File: src/sv/tah_pkg.sv
`timescale 1ns / 1ps
// ----------------------------------------------------------------------------
// tah_pkg: shared types and constants for the threshold alarm
// Field widths, level and event codes, register indexes, saturating counters.
// ----------------------------------------------------------------------------
package tah_pkg;

    // Field widths
    localparam int KB_W      = 32;
    localparam int MB_W      = 22;
    localparam int RUN_W     = 16;
    localparam int TOT_W     = 32;
    localparam int WIN_W     = 23;
    localparam int MS_W      = 16;
    localparam int LVL_W     = 2;
    localparam int CFG_IDX_W = 3;
    localparam int CFG_DAT_W = 22;

    // MB to kB is a shift by ten
    localparam int KB_SHIFT = 10;

    // Alarm state codes
    localparam logic [LVL_W-1:0] LVL_NORMAL   = 2'd0;
    localparam logic [LVL_W-1:0] LVL_WARNING  = 2'd1;
    localparam logic [LVL_W-1:0] LVL_CRITICAL = 2'd2;

    // Event codes
    localparam logic [LVL_W-1:0] EV_WARNING  = 2'd0;
    localparam logic [LVL_W-1:0] EV_CRITICAL = 2'd1;
    localparam logic [LVL_W-1:0] EV_RECOVERY = 2'd2;

    // Register indexes
    localparam logic [CFG_IDX_W-1:0] CFG_RULE_ENABLE      = 3'd0;
    localparam logic [CFG_IDX_W-1:0] CFG_CRITICAL_MB      = 3'd1;
    localparam logic [CFG_IDX_W-1:0] CFG_WARNING_MB       = 3'd2;
    localparam logic [CFG_IDX_W-1:0] CFG_RECOVERY_MB      = 3'd3;
    localparam logic [CFG_IDX_W-1:0] CFG_CRITICAL_WINDOWS = 3'd4;
    localparam logic [CFG_IDX_W-1:0] CFG_WARNING_WINDOWS  = 3'd5;
    localparam logic [CFG_IDX_W-1:0] CFG_RECOVERY_WINDOWS = 3'd6;
    localparam logic [CFG_IDX_W-1:0] CFG_INTERVAL_MS      = 3'd7;

    // Register reset values
    localparam logic [MB_W-1:0]  RST_CRITICAL_MB  = 22'd256;
    localparam logic [MB_W-1:0]  RST_WARNING_MB   = 22'd512;
    localparam logic [MB_W-1:0]  RST_RECOVERY_MB  = 22'd768;
    localparam logic [RUN_W-1:0] RST_WINDOWS      = 16'd3;
    localparam logic [MS_W-1:0]  RST_INTERVAL_MS  = 16'd1000;

    // Counter ceilings
    localparam logic [RUN_W-1:0] RUN_MAX   = '1;
    localparam logic [TOT_W-1:0] TOTAL_MAX = '1;

    // Divide by 1000 as (x >> 3) / 125; the 29-bit quotient by 125 is
    // (y * ceil(2^36 / 125)) >> 36, exact over the full 29-bit range.
    localparam int               SEC_PRE_SHIFT = 3;
    localparam int               SEC_SHIFT     = 36;
    localparam int               SEC_RECIP_W   = 30;
    localparam logic [SEC_RECIP_W-1:0] SEC_RECIP = 30'd549755814;

    // Saturating run counter step
    function automatic logic [RUN_W-1:0] run_inc(input logic [RUN_W-1:0] v);
        return (v == RUN_MAX) ? v : v + 16'd1;
    endfunction

    // Saturating total counter step
    function automatic logic [TOT_W-1:0] total_inc(input logic [TOT_W-1:0] v);
        return (v == TOTAL_MAX) ? v : v + 32'd1;
    endfunction

endpackage

File: src/sv/tah_in_if.sv
`timescale 1ns / 1ps
// ----------------------------------------------------------------------------
// tah_in_if: sample channel
// One beat carries one memory sample and its valid flag.
// ----------------------------------------------------------------------------
interface tah_in_if;
    logic                        valid;
    logic                        ready;
    logic [tah_pkg::KB_W-1:0]    available_kb;
    logic                        sample_valid;

    modport source (output valid, output available_kb, output sample_valid, input ready);
    modport sink   (input valid, input available_kb, input sample_valid, output ready);
endinterface

File: src/sv/tah_out_if.sv
`timescale 1ns / 1ps
// ----------------------------------------------------------------------------
// tah_out_if: alarm event channel
// One beat carries one alarm transition with its evidence counters.
// ----------------------------------------------------------------------------
interface tah_out_if;
    logic                         valid;
    logic                         ready;
    logic [tah_pkg::LVL_W-1:0]    level;
    logic                         resolved;
    logic [tah_pkg::KB_W-1:0]     value_kb;
    logic [tah_pkg::KB_W-1:0]     max_seen_kb;
    logic [tah_pkg::RUN_W-1:0]    run_hits;
    logic [tah_pkg::TOT_W-1:0]    all_hits;
    logic [tah_pkg::WIN_W-1:0]    window_seconds;

    modport source (output valid, output level, output resolved, output value_kb,
                    output max_seen_kb, output run_hits, output all_hits,
                    output window_seconds, input ready);
    modport sink   (input valid, input level, input resolved, input value_kb,
                    input max_seen_kb, input run_hits, input all_hits,
                    input window_seconds, output ready);
endinterface

File: src/sv/tah_cfg_if.sv
`timescale 1ns / 1ps
// ----------------------------------------------------------------------------
// tah_cfg_if: register write channel
// One beat writes one register, selected by index.
// ----------------------------------------------------------------------------
interface tah_cfg_if;
    logic                            valid;
    logic                            ready;
    logic [tah_pkg::CFG_IDX_W-1:0]   index;
    logic [tah_pkg::CFG_DAT_W-1:0]   data;

    modport source (output valid, output index, output data, input ready);
    modport sink   (input valid, input index, input data, output ready);
endinterface

File: src/sv/tah_win.sv
`timescale 1ns / 1ps
// ----------------------------------------------------------------------------
// tah_win: reported window length in seconds
// Registered interval_ms * warning_windows / 1000, refreshed every cycle,
// with a busy flag that covers the two-stage settle after reset or a write.
// ----------------------------------------------------------------------------
module tah_win (
    input  logic                            i_clk,
    input  logic                            i_rst_n,
    input  logic                            i_cfg_write,
    input  logic [tah_pkg::MS_W-1:0]        i_interval_ms,
    input  logic [tah_pkg::RUN_W-1:0]       i_warning_windows,
    output logic [tah_pkg::WIN_W-1:0]       o_window_seconds,
    output logic                            o_busy
);

    localparam int PROD_W = tah_pkg::MS_W + tah_pkg::RUN_W;
    localparam int Y_W    = PROD_W - tah_pkg::SEC_PRE_SHIFT;
    localparam int MUL_W  = Y_W + tah_pkg::SEC_RECIP_W;

    logic [PROD_W-1:0]          r_prod;
    logic [tah_pkg::WIN_W-1:0]  r_win;
    logic [1:0]                 r_hold;
    logic [1:0]                 n_hold;
    logic [MUL_W-1:0]           win_mul;

    // Stage one: the raw product in ms
    always_ff @(posedge i_clk) begin
        r_prod <= PROD_W'(i_interval_ms) * PROD_W'(i_warning_windows);
    end

    // Stage two: divide by 1000 through the reciprocal
    assign win_mul = MUL_W'(r_prod[PROD_W-1:tah_pkg::SEC_PRE_SHIFT])
                   * MUL_W'(tah_pkg::SEC_RECIP);

    always_ff @(posedge i_clk) begin
        r_win <= win_mul[tah_pkg::SEC_SHIFT +: tah_pkg::WIN_W];
    end

    // Count down the settle time after reset or a register write
    always_comb begin
        if (i_cfg_write) begin
            n_hold = 2'd2;
        end else if (r_hold != 2'd0) begin
            n_hold = r_hold - 2'd1;
        end else begin
            n_hold = r_hold;
        end
    end

    always_ff @(posedge i_clk) begin
        if (!i_rst_n) begin
            r_hold <= 2'd2;
        end else begin
            r_hold <= n_hold;
        end
    end

    assign o_window_seconds = r_win;
    assign o_busy           = (r_hold != 2'd0);

endmodule

File: src/sv/threshold_alarm_with_hysteresis.sv
`timescale 1ns / 1ps
// ----------------------------------------------------------------------------
// threshold_alarm_with_hysteresis: memory pressure alarm, three levels
// Counts consecutive samples per band and raises or clears the alarm.
// ----------------------------------------------------------------------------
// Usage:
//   i_in carries one available-memory sample (kB) per beat; o_out carries
//   one alarm event (warning, critical or recovery) per beat; i_cfg writes
//   one register per beat and is always ready.
//   A sample lands in an input register, is evaluated there against the
//   alarm state and its event, if any, is loaded into the output register
//   that drives o_out.valid. The input and output registers form a
//   two-stage pipeline, so a new sample is taken every cycle while the
//   output is drained and no register write or divider settle holds it off.
//   If the receiver holds o_out.ready low, the output register keeps its
//   beat and the input register fills, then i_in.ready drops; no sample is
//   lost or evaluated twice.
//   After reset (i_rst_n low at a clock edge) the registers return to their
//   defaults, the alarm is normal, all counters are zero, and input is held
//   off while the window-seconds divider settles. The same hold follows
//   every register write.
// ----------------------------------------------------------------------------
module threshold_alarm_with_hysteresis (
    input  logic        i_clk,
    input  logic        i_rst_n,
    tah_in_if.sink      i_in,
    tah_out_if.source   o_out,
    tah_cfg_if.sink     i_cfg
);

    // Configuration registers
    logic                               r_rule_enable;
    logic [tah_pkg::MB_W-1:0]           r_critical_mb;
    logic [tah_pkg::MB_W-1:0]           r_warning_mb;
    logic [tah_pkg::MB_W-1:0]           r_recovery_mb;
    logic [tah_pkg::RUN_W-1:0]          r_critical_windows;
    logic [tah_pkg::RUN_W-1:0]          r_warning_windows;
    logic [tah_pkg::RUN_W-1:0]          r_recovery_windows;
    logic [tah_pkg::MS_W-1:0]           r_interval_ms;

    // Input stage
    logic                               r_s1_valid;
    logic [tah_pkg::KB_W-1:0]           r_s1_kb;
    logic                               r_s1_sv;

    // Alarm state
    logic [tah_pkg::LVL_W-1:0]          r_level;
    logic [tah_pkg::RUN_W-1:0]          r_hit_run;
    logic [tah_pkg::RUN_W-1:0]          r_crit_run;
    logic [tah_pkg::RUN_W-1:0]          r_rec_run;
    logic [tah_pkg::TOT_W-1:0]          r_total;
    logic [tah_pkg::KB_W-1:0]           r_peak;
    logic [tah_pkg::LVL_W-1:0]          n_level;
    logic [tah_pkg::RUN_W-1:0]          n_hit_run;
    logic [tah_pkg::RUN_W-1:0]          n_crit_run;
    logic [tah_pkg::RUN_W-1:0]          n_rec_run;
    logic [tah_pkg::TOT_W-1:0]          n_total;
    logic [tah_pkg::KB_W-1:0]           n_peak;

    // Output stage
    logic                               r_out_valid;
    logic [tah_pkg::LVL_W-1:0]          r_out_level;
    logic                               r_out_resolved;
    logic [tah_pkg::KB_W-1:0]           r_out_kb;
    logic [tah_pkg::KB_W-1:0]           r_out_max;
    logic [tah_pkg::RUN_W-1:0]          r_out_run;
    logic [tah_pkg::TOT_W-1:0]          r_out_all;
    logic [tah_pkg::WIN_W-1:0]          r_out_win;

    // Evaluation
    logic                               cfg_write;
    logic                               win_busy;
    logic [tah_pkg::WIN_W-1:0]          win_sec;
    logic                               out_free;
    logic                               s1_adv;
    logic                               in_ready;
    logic                               act;
    logic                               in_crit;
    logic                               in_warn;
    logic                               in_rec;
    logic [tah_pkg::RUN_W-1:0]          hit_inc;
    logic [tah_pkg::RUN_W-1:0]          crit_inc;
    logic [tah_pkg::RUN_W-1:0]          rec_inc;
    logic                               emit;
    logic [tah_pkg::LVL_W-1:0]          ev_code;
    logic                               ev_resolved;

    // Register writes
    assign cfg_write   = i_cfg.valid;
    assign i_cfg.ready = 1'b1;

    always_ff @(posedge i_clk) begin
        if (!i_rst_n) begin
            r_rule_enable      <= 1'b1;
            r_critical_mb      <= tah_pkg::RST_CRITICAL_MB;
            r_warning_mb       <= tah_pkg::RST_WARNING_MB;
            r_recovery_mb      <= tah_pkg::RST_RECOVERY_MB;
            r_critical_windows <= tah_pkg::RST_WINDOWS;
            r_warning_windows  <= tah_pkg::RST_WINDOWS;
            r_recovery_windows <= tah_pkg::RST_WINDOWS;
            r_interval_ms      <= tah_pkg::RST_INTERVAL_MS;
        end else if (cfg_write) begin
            unique case (i_cfg.index)
                tah_pkg::CFG_RULE_ENABLE: begin
                    r_rule_enable <= i_cfg.data[0];
                end
                tah_pkg::CFG_CRITICAL_MB: begin
                    r_critical_mb <= i_cfg.data;
                end
                tah_pkg::CFG_WARNING_MB: begin
                    r_warning_mb <= i_cfg.data;
                end
                tah_pkg::CFG_RECOVERY_MB: begin
                    r_recovery_mb <= i_cfg.data;
                end
                tah_pkg::CFG_CRITICAL_WINDOWS: begin
                    r_critical_windows <= i_cfg.data[tah_pkg::RUN_W-1:0];
                end
                tah_pkg::CFG_WARNING_WINDOWS: begin
                    r_warning_windows <= i_cfg.data[tah_pkg::RUN_W-1:0];
                end
                tah_pkg::CFG_RECOVERY_WINDOWS: begin
                    r_recovery_windows <= i_cfg.data[tah_pkg::RUN_W-1:0];
                end
                tah_pkg::CFG_INTERVAL_MS: begin
                    r_interval_ms <= i_cfg.data[tah_pkg::MS_W-1:0];
                end
                default: begin
                end
            endcase
        end
    end

    // Window seconds, computed from the registers
    tah_win u_win (
        .i_clk             (i_clk),
        .i_rst_n           (i_rst_n),
        .i_cfg_write       (cfg_write),
        .i_interval_ms     (r_interval_ms),
        .i_warning_windows (r_warning_windows),
        .o_window_seconds  (win_sec),
        .o_busy            (win_busy)
    );

    // Pipeline flow
    assign out_free   = !r_out_valid || o_out.ready;
    assign s1_adv     = r_s1_valid && out_free;
    assign in_ready   = (!r_s1_valid || out_free) && !win_busy && !cfg_write;
    assign i_in.ready = in_ready;

    // Capture the sample beat
    always_ff @(posedge i_clk) begin
        if (!i_rst_n) begin
            r_s1_valid <= 1'b0;
        end else if (in_ready) begin
            r_s1_valid <= i_in.valid;
        end else if (s1_adv) begin
            r_s1_valid <= 1'b0;
        end
    end

    always_ff @(posedge i_clk) begin
        if (in_ready && i_in.valid) begin
            r_s1_kb <= i_in.available_kb;
            r_s1_sv <= i_in.sample_valid;
        end
    end

    // Band tests, thresholds scaled to kB
    assign act      = r_s1_sv && r_rule_enable;
    assign in_crit  = r_s1_kb <= {r_critical_mb, tah_pkg::KB_SHIFT'(0)};
    assign in_warn  = r_s1_kb <= {r_warning_mb, tah_pkg::KB_SHIFT'(0)};
    assign in_rec   = r_s1_kb >= {r_recovery_mb, tah_pkg::KB_SHIFT'(0)};
    assign hit_inc  = tah_pkg::run_inc(r_hit_run);
    assign crit_inc = tah_pkg::run_inc(r_crit_run);
    assign rec_inc  = tah_pkg::run_inc(r_rec_run);

    // Next alarm state and event decision
    always_comb begin
        n_level     = r_level;
        n_hit_run   = r_hit_run;
        n_crit_run  = r_crit_run;
        n_rec_run   = r_rec_run;
        n_total     = r_total;
        n_peak      = r_peak;
        emit        = 1'b0;
        ev_code     = tah_pkg::EV_WARNING;
        ev_resolved = 1'b0;
        if (act) begin
            if (r_s1_kb > r_peak) begin
                n_peak = r_s1_kb;
            end
            if (in_crit) begin
                n_hit_run  = hit_inc;
                n_crit_run = crit_inc;
                n_total    = tah_pkg::total_inc(r_total);
                n_rec_run  = '0;
                if (hit_inc >= r_critical_windows && crit_inc >= r_critical_windows &&
                    r_level != tah_pkg::LVL_CRITICAL) begin
                    n_level = tah_pkg::LVL_CRITICAL;
                    emit    = 1'b1;
                    ev_code = tah_pkg::EV_CRITICAL;
                end
            end else if (in_warn) begin
                n_hit_run  = hit_inc;
                n_total    = tah_pkg::total_inc(r_total);
                n_crit_run = '0;
                n_rec_run  = '0;
                if (hit_inc >= r_warning_windows && r_level == tah_pkg::LVL_NORMAL) begin
                    n_level = tah_pkg::LVL_WARNING;
                    emit    = 1'b1;
                    ev_code = tah_pkg::EV_WARNING;
                end
            end else if (in_rec && r_level != tah_pkg::LVL_NORMAL) begin
                n_rec_run = rec_inc;
                if (rec_inc >= r_recovery_windows) begin
                    n_level     = tah_pkg::LVL_NORMAL;
                    n_hit_run   = '0;
                    n_crit_run  = '0;
                    emit        = 1'b1;
                    ev_code     = tah_pkg::EV_RECOVERY;
                    ev_resolved = 1'b1;
                end
            end else begin
                n_hit_run  = '0;
                n_crit_run = '0;
                n_rec_run  = '0;
            end
        end
    end

    // Advance the alarm state
    always_ff @(posedge i_clk) begin
        if (!i_rst_n) begin
            r_level    <= tah_pkg::LVL_NORMAL;
            r_hit_run  <= '0;
            r_crit_run <= '0;
            r_rec_run  <= '0;
            r_total    <= '0;
            r_peak     <= '0;
        end else if (s1_adv) begin
            r_level    <= n_level;
            r_hit_run  <= n_hit_run;
            r_crit_run <= n_crit_run;
            r_rec_run  <= n_rec_run;
            r_total    <= n_total;
            r_peak     <= n_peak;
        end
    end

    // Load the event beat
    always_ff @(posedge i_clk) begin
        if (!i_rst_n) begin
            r_out_valid <= 1'b0;
        end else if (out_free) begin
            r_out_valid <= r_s1_valid && emit;
        end
    end

    always_ff @(posedge i_clk) begin
        if (s1_adv && emit) begin
            r_out_level    <= ev_code;
            r_out_resolved <= ev_resolved;
            r_out_kb       <= r_s1_kb;
            r_out_max      <= n_peak;
            r_out_run      <= n_hit_run;
            r_out_all      <= n_total;
            r_out_win      <= win_sec;
        end
    end

    assign o_out.valid          = r_out_valid;
    assign o_out.level          = r_out_level;
    assign o_out.resolved       = r_out_resolved;
    assign o_out.value_kb       = r_out_kb;
    assign o_out.max_seen_kb    = r_out_max;
    assign o_out.run_hits       = r_out_run;
    assign o_out.all_hits       = r_out_all;
    assign o_out.window_seconds = r_out_win;

    // Checks
    a_busy_blocks_input: assert property (@(posedge i_clk) disable iff (!i_rst_n)
        win_busy |-> !in_ready)
        else $error("sample accepted while window divider settles");

    a_event_moves_level: assert property (@(posedge i_clk) disable iff (!i_rst_n)
        (s1_adv && emit) |=> (r_level != $past(r_level)))
        else $error("event issued without a level change");

    a_total_monotonic: assert property (@(posedge i_clk) disable iff (!i_rst_n)
        i_rst_n |=> (r_total >= $past(r_total)))
        else $error("hit total went down");

    a_resolved_is_recovery: assert property (@(posedge i_clk) disable iff (!i_rst_n)
        (r_out_valid && r_out_resolved) |-> (r_out_level == tah_pkg::EV_RECOVERY))
        else $error("resolved flag on a non-recovery event");

endmodule
File: src/flat_wrapper.sv
// flat-port wrapper written by rule: the top's interface ports become plain ports
module threshold_alarm_with_hysteresis_flat 
  (i_clk, i_rst_n, i_in_valid, i_in_available_kb, i_in_sample_valid, i_in_ready, o_out_valid, o_out_level, o_out_resolved, o_out_value_kb, o_out_max_seen_kb, o_out_run_hits, o_out_all_hits, o_out_window_seconds, o_out_ready, i_cfg_valid, i_cfg_index, i_cfg_data, i_cfg_ready);
  tah_in_if i_in_i ();
  tah_out_if o_out_i ();
  tah_cfg_if i_cfg_i ();
  input  logic i_clk;
  input  logic i_rst_n;
  input wire logic [$bits(i_in_i.valid)-1:0] i_in_valid;
  input wire logic [$bits(i_in_i.available_kb)-1:0] i_in_available_kb;
  input wire logic [$bits(i_in_i.sample_valid)-1:0] i_in_sample_valid;
  output wire logic [$bits(i_in_i.ready)-1:0] i_in_ready;
  output wire logic [$bits(o_out_i.valid)-1:0] o_out_valid;
  output wire logic [$bits(o_out_i.level)-1:0] o_out_level;
  output wire logic [$bits(o_out_i.resolved)-1:0] o_out_resolved;
  output wire logic [$bits(o_out_i.value_kb)-1:0] o_out_value_kb;
  output wire logic [$bits(o_out_i.max_seen_kb)-1:0] o_out_max_seen_kb;
  output wire logic [$bits(o_out_i.run_hits)-1:0] o_out_run_hits;
  output wire logic [$bits(o_out_i.all_hits)-1:0] o_out_all_hits;
  output wire logic [$bits(o_out_i.window_seconds)-1:0] o_out_window_seconds;
  input wire logic [$bits(o_out_i.ready)-1:0] o_out_ready;
  input wire logic [$bits(i_cfg_i.valid)-1:0] i_cfg_valid;
  input wire logic [$bits(i_cfg_i.index)-1:0] i_cfg_index;
  input wire logic [$bits(i_cfg_i.data)-1:0] i_cfg_data;
  output wire logic [$bits(i_cfg_i.ready)-1:0] i_cfg_ready;
  assign i_in_i.valid = i_in_valid;
  assign i_in_i.available_kb = i_in_available_kb;
  assign i_in_i.sample_valid = i_in_sample_valid;
  assign i_in_ready = i_in_i.ready;
  assign o_out_valid = o_out_i.valid;
  assign o_out_level = o_out_i.level;
  assign o_out_resolved = o_out_i.resolved;
  assign o_out_value_kb = o_out_i.value_kb;
  assign o_out_max_seen_kb = o_out_i.max_seen_kb;
  assign o_out_run_hits = o_out_i.run_hits;
  assign o_out_all_hits = o_out_i.all_hits;
  assign o_out_window_seconds = o_out_i.window_seconds;
  assign o_out_i.ready = o_out_ready;
  assign i_cfg_i.valid = i_cfg_valid;
  assign i_cfg_i.index = i_cfg_index;
  assign i_cfg_i.data = i_cfg_data;
  assign i_cfg_ready = i_cfg_i.ready;
  threshold_alarm_with_hysteresis u_core (.i_clk(i_clk), .i_rst_n(i_rst_n), .i_in(i_in_i), .o_out(o_out_i), .i_cfg(i_cfg_i));
endmodule
File: config.mk
export PLATFORM = sky130hd
export DESIGN_NAME = threshold_alarm_with_hysteresis_flat
export DESIGN_NICKNAME = d
export VERILOG_FILES = /design/src/sv/tah_pkg.sv /design/src/sv/tah_in_if.sv /design/src/sv/tah_out_if.sv /design/src/sv/tah_cfg_if.sv /design/src/sv/tah_win.sv /design/src/sv/threshold_alarm_with_hysteresis.sv /design/src/flat_wrapper.sv
export SDC_FILE = /design/constraint.sdc
export NUM_CORES = 2
export LEC_CHECK = 0
export ABC_AREA = 1
export BUFFER_PORTS_ARGS = -buffer_cell sky130_fd_sc_hd__buf_4
export CAP_MARGIN = 5
export CORE_MARGIN = 1
export CORE_UTILIZATION = 50
export CTS_BUF_LIST = sky130_fd_sc_hd__clkbuf_8
export DETAILED_ROUTE_END_ITERATION = 16
export GPL_ROUTABILITY_DRIVEN = 0
export PLACE_DENSITY = 0.75
export SLEW_MARGIN = 20
export SYNTH_ARGS = -nofsm -noshare
export SYNTH_HDL_FRONTEND = slang
export SYNTH_SLANG_ARGS = --single-unit
File: constraint.sdc
create_clock -name i_clk -period 6 [get_ports i_clk]
set_clock_uncertainty 0.2 [all_clocks]
set_input_delay 0.9 -clock i_clk [delete_from_list [all_inputs] [get_ports i_clk]]
set_output_delay 0.9 -clock i_clk [all_outputs]
set_load 0.03 [all_outputs]
==> impl_metrics.csv <==
group,metric,value,unit
placed_design,io_buffers,202,
die,die_width,307,um
placed_design,place_ws,-235,ps
placed_design,hpwl,100000,um
layout,layout-drive-gt1-share,0.128,
timing,setup_tns,-3.26,ps
timing,min_period,6000,ps
synth,ys_ff_latch,472,
global_route,use_met3,0.0417,
synth,synth.avg_cell_area,7.98,um2
timing,slew_headroom,0.294,
cts,path_clk_slew,60,ps
synth,yosysSeqAreaShare,0.239,
layout,design_area,0.0536,mm2
cts,cts_buffers,86,
die,fp.dieH,307,um
routing,ant_nets,0,
synth,synth_top_area_share,0.197,
timing,worstMarginPinSlew,1060,ps
global_route,grt_max_degree,98,
cts,cts_tree,"yes",
die,die-area,0.0945,mm2
cts,cts_buffer_depth,3,
setup_path,critPathMaxStageDelay,520,ps
global_route,grt.total_usage,0.268,
die,fp.coreArea,0.0921,mm2
routing,drtIter0Drc,3093,
synth,yosysUniqueCellTypes,49,
die,std_cell_rows,111,
cts,clk_latency,730,ps
timing,period_share,1.00,
setup_path,required,6420,ps
timing,layout_setup_ws,-3.26,ps
cts,cts_sinks,472,
synth,synthCells,5845,
setup_path,crit_chain,"ha_4 > fa_2 > fa_1 > inv_1 > fa_1 > inv_1 > fa_1 > inv_2 > fa_1 > inv_1 > fa_1 > inv_2 > fa_1 > inv_2 > ha_4 > nand2_1 > nand2_2 > a31oi_2 > o21ai_1 > a21oi_2 > nand3_2 > buf_4 > xor2_1",
synth,synth-main-ff-cell,"dfxtp_1",
timing,hold_violations,0,
run_status,status,"finished, violations left",
setup_path,critPathMaxFanout,5,
global_route,grtUsageMet2,0.457,
synth,async_flop_share,0,
routing,vias,39600,
synth,yosys-top-cells-count,"inv_1, nand2_1, ha_1, fa_1, a21oi_1",
setup_path,cpMaxStageDelayCell,"fa_1",
cts,cts_root_buf,"clkbuf_8",
routing,wirelength,129000,um
global_route,grt_pass1_wl,202000,um
cts,cts_hold_buf,0,
setup_path,crit_path_end_kind,"register",
global_route,busiest_layer,"met2",
global_route,grt_overflow_total,0,
die,start_util,0.506,
synth,synthTopCellsByArea,"fa_1, ha_1, dfxtp_1",
routing,viasPerCell,5.29,
synth,synth.most_common_cell,"inv_1",
run,drv_cap,0,
synth,synth_area,0.0466,mm2
routing,drt-pass1-iter-count,6,
synth,synth_top_area_cell,"fa_1",
setup_path,crit_type,"reg2reg",
setup_path,worst-path-buf-inv,7,
cts,htreeDepth,3,
die,ioPinCount,204,
run_status,violations,"negative setup slack",
setup_path,crit_family,"adder cells",
routing,drc,0,
timing,setup_viol,1,
global_route,grt.met1_usage,0.330,
min_path,hp-class,"in2reg",
global_route,grt_pass1_vias,39300,
synth,synth_warnings,0,
timing,rsz0062_at_grt,"yes",
routing,routedWlPerCell,17.2,um
setup_path,worst_path_most_repeated_cell,"fa_1",
layout,finalNetCount,7320,
setup_path,cp.arrival,6420,ps
global_route,antenna_found_initial,1,
synth,syn-num-nets,7000,
timing,fmax,167,MHz
setup_path,worst_setup_path_start_kind,"register",
timing,slew_violations,0,
placed_design,placed_area,0.0505,mm2
synth,synth-edff-count,171,
layout,syn_to_final_growth,14.9,%
[per-layer routing]
metal	up-vias	share of wire
li1	18900	-
met1	18800	0.40
met2	1488	0.47
met3	391	0.069
met4	0	0.055
met5	-	0
[path summary, 6_finish.rpt]
path	to	slack (ps)	from	cells after the start
hold reg to reg	u_core.o_out.window_seconds[17]	200	u_core.u_win.o_window_seconds[17]	0
setup reg to reg	u_core.u_win.o_window_seconds[5]	-3	u_core.u_win.r_prod[20]	23
hold / removal	u_core.r_s1_sv	140	i_in_sample_valid	1
setup / recovery	u_core.u_win.o_window_seconds[5]	-3	u_core.u_win.r_prod[20]	23
[repair_timing]
item	CTS	global route
endpoints found under the hold margin	0	0
gates resized for setup	51	226
endpoints found under the setup margin	24	36
pin swaps	1	50
gates cloned	0	0
setup buffers	1	6
[state kept, by name, summed over array words and instances, names as in the netlist, 23 cells and up]
name,count
u_core.o_out.all_hits,32
u_core.r_peak,32
u_core.r_s1_kb,32
u_core.o_out.window_seconds,23
u_core.o_out.max_seen_kb,32
u_core.u_win.o_window_seconds,23
u_core.u_win.r_prod,29
u_core.r_total,32
u_core.o_out.value_kb,32
[cell type report]
type / count / area [um2]
repair buffers: 411 / 3140
well taps: 1243 / 1560
inverters: 1332 / 5010
clock inverters: 60 / 494
multi-input cells: 3862 / 30800
flip-flops and latches: 472 / 11200
diodes: 5 / 12.5
fillers: 7962 / 38500
clock buffers: 97 / 1340
[through the flow]
stage / std cells / hold WS (ps) / utilization
2_1_floorplan: 5845 / 186 / -
3_3_place_gp: 7313 / 186 / 0.549
4_1_cts: 7471 / 84.2 / 0.571
6_report: 7482 / 144 / 0.582
3_5_place_dp: 7313 / 189 / 0.549
5_1_grt: 7482 / 113 / 0.582
[cells in the final DEF, fill, tap and decap left out, drive strengths merged, types with 2 or more instances in the layout]
cell type	instances
a31oi	27
o21a	11
diode	5
o21ai	207
nand3b	3
xor2	50
clkinvlp	4
o211ai	13
o21bai	14
clkinv	26
inv	1354
and3	8
nor2	318
nor4	16
xnor2	22
a21boi	2
a21oi	371
buf	411
fa	459
edfxtp	171
a22oi	12
o2111ai	2
clkbuf	97
nor3	39
ha	633
nand4	52
nand2	1280
dfxtp	301
nand3	289
bufinv	8
a21o	23
or2	3
[logic make-up after synthesis]
family	synth area share
XOR/XNOR	0.0135
buffers and inverters	0.123
AND/OR/NAND/NOR	0.178
AO/OA/AOI/OAI	0.0790
flip-flops	0.239
multiplexers	0.000215
adder cells (fa/ha/maj)	0.367
other	0.0000804
Power is not shown: default switching activity piles up to over one toggle a cycle in this logic, so the estimate is an artifact.
